File: src/design/ers_pkg.sv
package ers_pkg;

   localparam int unsigned TIME_BITS = 32;
   localparam int unsigned PICK_BITS = 3;

   localparam logic [TIME_BITS-1:0] TIME_MAX = {TIME_BITS{1'b1}};

   localparam int unsigned REG_POLICY    = 0;
   localparam int unsigned REG_TASK_BASE = 1;

   typedef enum logic {
      POLICY_EDF = 1'b0,
      POLICY_RM  = 1'b1
   } policy_type;

   typedef struct packed {
      logic                 found;
      logic [PICK_BITS-1:0] pick;
      logic [TIME_BITS-1:0] key;
      logic                 done;
   } link_type;

   function automatic logic [TIME_BITS-1:0] sat_add(input logic [TIME_BITS-1:0] a,
                                                    input logic [TIME_BITS-1:0] b);
      logic [TIME_BITS:0] sum;
      sum = {1'b0, a} + {1'b0, b};
      sat_add = sum[TIME_BITS] ? TIME_MAX : sum[TIME_BITS-1:0];
   endfunction

endpackage

File: src/design/edf_rm_task_scheduler_core.sv
// A tick beat's response is captured in the response register when the beat is accepted.
// Throughput: one tick per cycle while the response is taken; the task cells form one compare chain and
// all task state updates in the same cycle, so ticks stream back to back.
// req_ready stays high while the response register is empty or being taken.
// Reset (synchronous, active high) clears time, task state, timing and policy.
module edf_rm_task_scheduler_core #(
   parameter int unsigned TASKS       = 3,
   parameter int unsigned TIMING_BITS = 16
) (
   input  logic                         clock,
   input  logic                         reset,
   input  logic                         req_valid,
   output logic                         req_ready,
   input  logic                         req_restart,
   output logic                         rsp_valid,
   input  logic                         rsp_ready,
   output logic [1:0]                   rsp_running_task,
   output logic                         rsp_idle,
   output logic                         rsp_job_finished,
   output logic [31:0]                  rsp_tick_time,
   input  logic                         csr_valid,
   output logic                         csr_ready,
   input  logic [$clog2(TASKS+1)-1:0]   csr_index,
   input  logic [3*TIMING_BITS-1:0]     csr_wdata
);

   localparam int unsigned CSR_IDX_BITS = $clog2(TASKS+1);

   ers_pkg::link_type             link [TASKS+1];
   ers_pkg::policy_type           policy_ff, policy_in;
   logic [ers_pkg::TIME_BITS-1:0] time_ff, time_in, now;
   logic                          step, csr_we;

   logic                          rsp_valid_ff, rsp_valid_in;
   logic [1:0]                    running_ff;
   logic                          idle_ff, finished_ff;
   logic [31:0]                   tick_ff;

   assign csr_ready = 1'b1;
   assign csr_we    = csr_valid && csr_ready;
   assign req_ready = !rsp_valid_ff || rsp_ready;
   assign step      = req_valid && req_ready;
   assign now       = req_restart ? '0 : time_ff;
   assign link[0]   = '0;

   for (genvar k = 0; k < TASKS; k++) begin : g_cell
      logic cell_we, cell_grant;
      assign cell_we    = csr_we &&
                          csr_index == (CSR_IDX_BITS)'(k + ers_pkg::REG_TASK_BASE);
      assign cell_grant = link[TASKS].found &&
                          link[TASKS].pick == (ers_pkg::PICK_BITS)'(k);
      ers_cell #(
         .INDEX       (k),
         .TIMING_BITS (TIMING_BITS)
      ) u_cell (
         .clock    (clock),
         .reset    (reset),
         .cfg_we   (cell_we),
         .cfg_data (csr_wdata),
         .policy   (policy_ff),
         .now      (now),
         .restart  (req_restart),
         .step     (step),
         .grant    (cell_grant),
         .link_in  (link[k]),
         .link_out (link[k+1])
      );
   end

   always_comb begin
      policy_in = policy_ff;
      if (csr_we && csr_index == (CSR_IDX_BITS)'(ers_pkg::REG_POLICY)) begin
         policy_in = ers_pkg::policy_type'(csr_wdata[0]);
      end
      time_in = time_ff;
      if (step) begin
         time_in = (now == ers_pkg::TIME_MAX) ? ers_pkg::TIME_MAX : now + 1'b1;
      end
      rsp_valid_in = step ? 1'b1 : (rsp_ready ? 1'b0 : rsp_valid_ff);
   end

   always_ff @(posedge clock) begin
      if (reset) begin
         policy_ff    <= ers_pkg::POLICY_EDF;
         time_ff      <= '0;
         rsp_valid_ff <= 1'b0;
      end else begin
         policy_ff    <= policy_in;
         time_ff      <= time_in;
         rsp_valid_ff <= rsp_valid_in;
      end
   end

   always_ff @(posedge clock) begin
      if (step) begin
         running_ff  <= link[TASKS].found ? link[TASKS].pick[1:0] : 2'b00;
         idle_ff     <= !link[TASKS].found;
         finished_ff <= link[TASKS].found && link[TASKS].done;
         tick_ff     <= now;
      end
   end

   assign rsp_valid        = rsp_valid_ff;
   assign rsp_running_task = running_ff;
   assign rsp_idle         = idle_ff;
   assign rsp_job_finished = finished_ff;
   assign rsp_tick_time    = tick_ff;

endmodule

File: src/design/ers_cell.sv
module ers_cell #(
   parameter int unsigned INDEX       = 0,
   parameter int unsigned TIMING_BITS = 16
) (
   input  logic                              clock,
   input  logic                              reset,
   input  logic                              cfg_we,
   input  logic [3*TIMING_BITS-1:0]          cfg_data,
   input  ers_pkg::policy_type               policy,
   input  logic [ers_pkg::TIME_BITS-1:0]     now,
   input  logic                              restart,
   input  logic                              step,
   input  logic                              grant,
   input  ers_pkg::link_type                 link_in,
   output ers_pkg::link_type                 link_out
);

   localparam logic [ers_pkg::PICK_BITS-1:0] CELL_PICK = (ers_pkg::PICK_BITS)'(INDEX);

   logic [3*TIMING_BITS-1:0]      timing_ff, timing_in;
   logic [ers_pkg::TIME_BITS-1:0] release_ff, release_in;
   logic [ers_pkg::TIME_BITS-1:0] deadline_ff, deadline_in;
   logic [TIMING_BITS-1:0]        count_ff, count_in;

   logic [TIMING_BITS-1:0]        period, exec_time, rel_deadline;
   logic [ers_pkg::TIME_BITS-1:0] eff_release, eff_deadline, new_release, key;
   logic [TIMING_BITS-1:0]        eff_count, count_inc;
   logic                          ready, done, take;

   assign period       = timing_ff[TIMING_BITS-1:0];
   assign exec_time    = timing_ff[2*TIMING_BITS-1:TIMING_BITS];
   assign rel_deadline = timing_ff[3*TIMING_BITS-1:2*TIMING_BITS];

   always_comb begin
      eff_release  = restart ? '0 : release_ff;
      eff_deadline = restart ? (ers_pkg::TIME_BITS)'(rel_deadline) : deadline_ff;
      eff_count    = restart ? '0 : count_ff;
      count_inc    = eff_count + 1'b1;
      done         = count_inc >= exec_time;
      new_release  = ers_pkg::sat_add(eff_release, (ers_pkg::TIME_BITS)'(period));
      ready        = (exec_time != '0) && (now >= eff_release);
      key          = (policy == ers_pkg::POLICY_RM) ? (ers_pkg::TIME_BITS)'(period)
                                                    : eff_deadline;
      take         = ready && (!link_in.found || key < link_in.key);
      link_out     = link_in;
      if (take) begin
         link_out.found = 1'b1;
         link_out.pick  = CELL_PICK;
         link_out.key   = key;
         link_out.done  = done;
      end
   end

   always_comb begin
      timing_in   = cfg_we ? cfg_data : timing_ff;
      release_in  = release_ff;
      deadline_in = deadline_ff;
      count_in    = count_ff;
      if (step) begin
         release_in  = eff_release;
         deadline_in = eff_deadline;
         count_in    = eff_count;
         if (grant) begin
            if (done) begin
               count_in    = '0;
               release_in  = new_release;
               deadline_in = ers_pkg::sat_add(new_release,
                                              (ers_pkg::TIME_BITS)'(rel_deadline));
            end else begin
               count_in = count_inc;
            end
         end
      end
   end

   always_ff @(posedge clock) begin
      if (reset) begin
         timing_ff   <= '0;
         release_ff  <= '0;
         deadline_ff <= '0;
         count_ff    <= '0;
      end else begin
         timing_ff   <= timing_in;
         release_ff  <= release_in;
         deadline_ff <= deadline_in;
         count_ff    <= count_in;
      end
   end

endmodule

File: config.mk
export PLATFORM = sky130hd
export DESIGN_NAME = edf_rm_task_scheduler_core
export DESIGN_NICKNAME = d
export VERILOG_FILES = /design/src/design/ers_pkg.sv /design/src/design/edf_rm_task_scheduler_core.sv /design/src/design/ers_cell.sv
export SDC_FILE = /design/constraint.sdc
export NUM_CORES = 2
export LEC_CHECK = 0
export ABC_CLOCK_PERIOD_IN_PS = 15100
export BUFFER_PORTS_ARGS = -buffer_cell sky130_fd_sc_hd__buf_4
export CORE_UTILIZATION = 50
export DETAILED_ROUTE_END_ITERATION = 7
export PLACE_DENSITY = 0.77
export SYNTH_ARGS = -nofsm -noshare
export SYNTH_HDL_FRONTEND = slang
export SYNTH_SLANG_ARGS = --single-unit
export TNS_END_PERCENT = 10
File: constraint.sdc
create_clock -name clock -period 15.1 [get_ports clock]
set_clock_uncertainty 0.2 [all_clocks]
set_input_delay 3.775 -clock clock [delete_from_list [all_inputs] [get_ports clock]]
set_output_delay 3.775 -clock clock [all_outputs]
set_load 0.005 [all_outputs]
==> metrics <==
status finished clean; number of flops mapped to enable cells by yosys 36; setup TNS 0 ps; crit path launch type primary input; hold_ws approximately 230 ps; dominant synthesized flop cell dfxtp_1; P_int between 0.002 and 0.0025 W; Cell Count, Final, Fillers Out slightly above 5k; cell count after placement between 4k and 5k; CP Data Required Time 15430 ps; Net Sw Frac 0.330; Worst-Skew Late Latency around 630 ps; CP max-delay cell or2_1; Setup crit end kind register; Rows 93; Yosys warnings 0; Tcrit/Tclk final 0.919; drt first-iter violations 3935; maximum root-to-sink buffer count 3; count of final max-slew check failures 0; Clock power frac 0.377; crit path kind in2reg; Placer Congestion between 1 and 1.5; Max Cap Violations 0; Mean Syn Cell Area 7.78 um2; Distinct cells, synth approximately 100; hold_buf cts 0; fin area roughly 36000 um2; share of the synthesized area in the top cell type 0.257; Worst Max-Slew Pin Slew roughly 1300 ps; Area growth syn-to-layout 9.43%; clock tree sinks approximately 450; Worst Setup EP g_cell[2].u_cell.deadline_ff[1]; fraction of registers with async set/reset 0; Setup-failing EPs final 0; gr ovfl total 0; R2R depth 33; area leader, netlist dfxtp_1; DRC Markers 0; Post-CTS Setup Inserts 0; dpl hpwl approximately 86000 um; largest net degree at the start of global routing around 130; r2r startpoint time_ff[25]; initial antenna violation count 9; Die X 257 um; maximum VDD drop between 0.08 and 0.09 mV; via count roughly 32k; fmax 0.0721 GHz; Crit Reg-Reg Endpoint g_cell[2].u_cell.deadline_ff[1]; Critical Path AT 14200 ps; vias in the first global route a little under 30k; Crit Path Max Fanout 84; Post-Syn Area roughly 33000 um2; Starting Density 0.506; Reg power frac 0.393; CP peak stage delay about 990 ps; Seq/Total Area, Yosys 0.290; drt first pass iters 8; minimum clock period 13870 ps; DR vias/cell around 6.4; Worst path most repeated cell a21o_1; CTS Buf Count ~50; DR WL/cell 22.7 um; Core Area approximately 64000 um2; first-pass GRT wire length between 150000 and 200000 um; IO Pins between 90 and 100; Final nets between 4k and 5k; PortBufs 93; register-to-register setup slack around 4700 ps; Overall Global Routing Usage 0.337; crit path launch req_restart; Leakage about 15 nW; Hold Fails Final Rpt 0; RSZ-0062 raised after global routing false; Post-DRT Antenna Nets 0; Mapped Nets ~4.6k; Placed Area between 30000 and 40000 um2; clk slew on worst S/H paths ~60 ps; Min-Delay Path Class reg2reg; CTS HTree Levels 2; Die Span Y roughly 260 um; Seq cells post-synth between 400 and 500; layout cells sized above 1 0.0899; Die ar. approximately 66000 um2; post-CTS sizing 0; NetSw between 0.001 and 0.0015 W; relative slew slack 0.145; TritonCTS clock tree yes; hold_sp g_cell[1].u_cell.deadline_ff[5]; Gate Count Post-Synth between 4k and 5k; most area-consuming cells after synthesis dfxtp_1 (26%), ha_1 (12%), nand2_1 (8.4%); clock root cell clkbuf_16; PD cells between 90 and 100 nW/um2; WL final between 100000 and 150000 um; Logic pwr share 0.230
cells in the mapped netlist, types with 31 or more instances:
cell and instances:
nand2b_1 39, nand2_1 727, ha_1 303, nor4_1 36
xnor2_1 76, o21ai_0 185, and2_1 53, mux2_2 42
dfxtp_1 418, o21a_1 53, nor3_1 68, nor2_1 270
a21o_1 77, nand3_1 157, edfxtp_1 36, inv_1 152
a22o_1 75, clkbuf_1 145, mux2i_1 59, nand4_1 50
nor2b_1 88, a31oi_1 34, and3_1 31, a21oi_1 432
xor2_1 74
metrics by stage:
stage / util / worst slack [ps] / total power [W]
floorplan: - / 1860 / 0.00182
global placement: 0.527 / 961 / 0.00207
detailed placement: 0.527 / 877 / 0.00208
CTS: 0.553 / 1520 / 0.00332
global route: 0.553 / 667 / 0.00345
finish: 0.553 / 1230 / 0.00334
placed cells by master, fill, tap and decap left out, types with 20 or more instances in the layout:
cell / netlist / routed
a211oi_1: 29 / 29
a21o_1: 77 / 77
a21oi_1: 432 / 431
a22o_1: 75 / 75
a31oi_1: 34 / 33
and2_1: 53 / 53
and3_1: 31 / 31
buf_4: 6 / 148
clkbuf_16: 0 / 51
dfxtp_1: 418 / 417
edfxtp_1: 36 / 36
ha_1: 303 / 303
inv_1: 152 / 152
mux2_2: 42 / 42
mux2i_1: 59 / 59
nand2_1: 727 / 725
nand2b_1: 39 / 39
nand3_1: 157 / 156
nand4_1: 50 / 50
nor2_1: 270 / 265
nor2b_1: 88 / 88
nor3_1: 68 / 68
nor4_1: 36 / 36
o21a_1: 53 / 53
o21ai_0: 185 / 184
o221a_2: 20 / 20
or3_1: 25 / 25
xnor2_1: 76 / 76
xor2_1: 74 / 74
layer usage:
layer | track usage | part of all wire
met1 | 0.442 | 0.40
met2 | 0.513 | 0.42
met3 | 0.0828 | 0.12
met4 | 0.171 | 0.058
met5 | 0 | 0.00056
state kept, by name, indices dropped and copies added, names as in the netlist, 2 cells and up:
| name | count |
|---|---|
| rsp_tick_time | 32 |
| g_cell.u_cell.deadline_ff | 96 |
| g_cell.u_cell.timing_ff | 144 |
| time_ff | 32 |
| g_cell.u_cell.count_ff | 48 |
| rsp_running_task | 2 |
| g_cell.u_cell.release_ff | 96 |
critical path: cells and delay by family:
kind | cells | cell delay (ps)
and+or+nand+nor | 13 | 4050
AOI/OAI and AO/OA | 15 | 3850
buffers and inverters | 5 | 1480
adders and majority gates | 3 | 900
how the worst min path moves through the flow:
stage	slack [ps]	to	cells past startpoint
6_report	230	g_cell[1].u_cell.deadline_ff[5]	2
5_1_grt	250	g_cell[1].u_cell.deadline_ff[5]	2
4_1_cts	230	g_cell[1].u_cell.deadline_ff[5]	2
3_5_place_dp	230	g_cell[1].u_cell.deadline_ff[5]	2
3_3_place_gp	220	g_cell[1].u_cell.deadline_ff[6]	2
2_1_floorplan	210	g_cell[1].u_cell.deadline_ff[5]	2
logic make-up (layout without fill, tap and decap cells):
| kind of cell | count (synthesis) | in the layout | share of synthesized area |
|---|---|---|---|
| xor gates and xnor gates | 150 | 150 | 0.0403 |
| adders and majority gates | 309 | 309 | 0.120 |
| muxes | 101 | 101 | 0.0326 |
| AOI/OAI and AO/OA | 1162 | 1162 | 0.235 |
| other | 1 | 3 | 0.000115 |
| and+or+nand+nor | 1643 | 1643 | 0.236 |
| DFF | 454 | 454 | 0.290 |
| buffers and inverters | 369 | 398 | 0.0452 |
power groups by stage:
stage               Clock [W]  Sequential [W]  Combinational, W
floorplan                   0         0.00132          0.000500
global placement            0         0.00134          0.000730
detailed placement          0         0.00134          0.000739
CTS                   0.00127         0.00131          0.000743
global route          0.00132         0.00132          0.000820
finish                0.00126         0.00131          0.000770
layout make-up:
class / instances / area (um2)
fillers: 6013 / 28800
multi-input cells: 3366 / 21700
flip-flops and latches: 454 / 9450
clock buffers: 72 / 1450
repair buffers: 151 / 1160
well taps: 855 / 1070
inverters: 156 / 591
clock inverters: 19 / 218
diodes: 2 / 5.00
No activity file was read; power rests on OpenSTA's default activity.
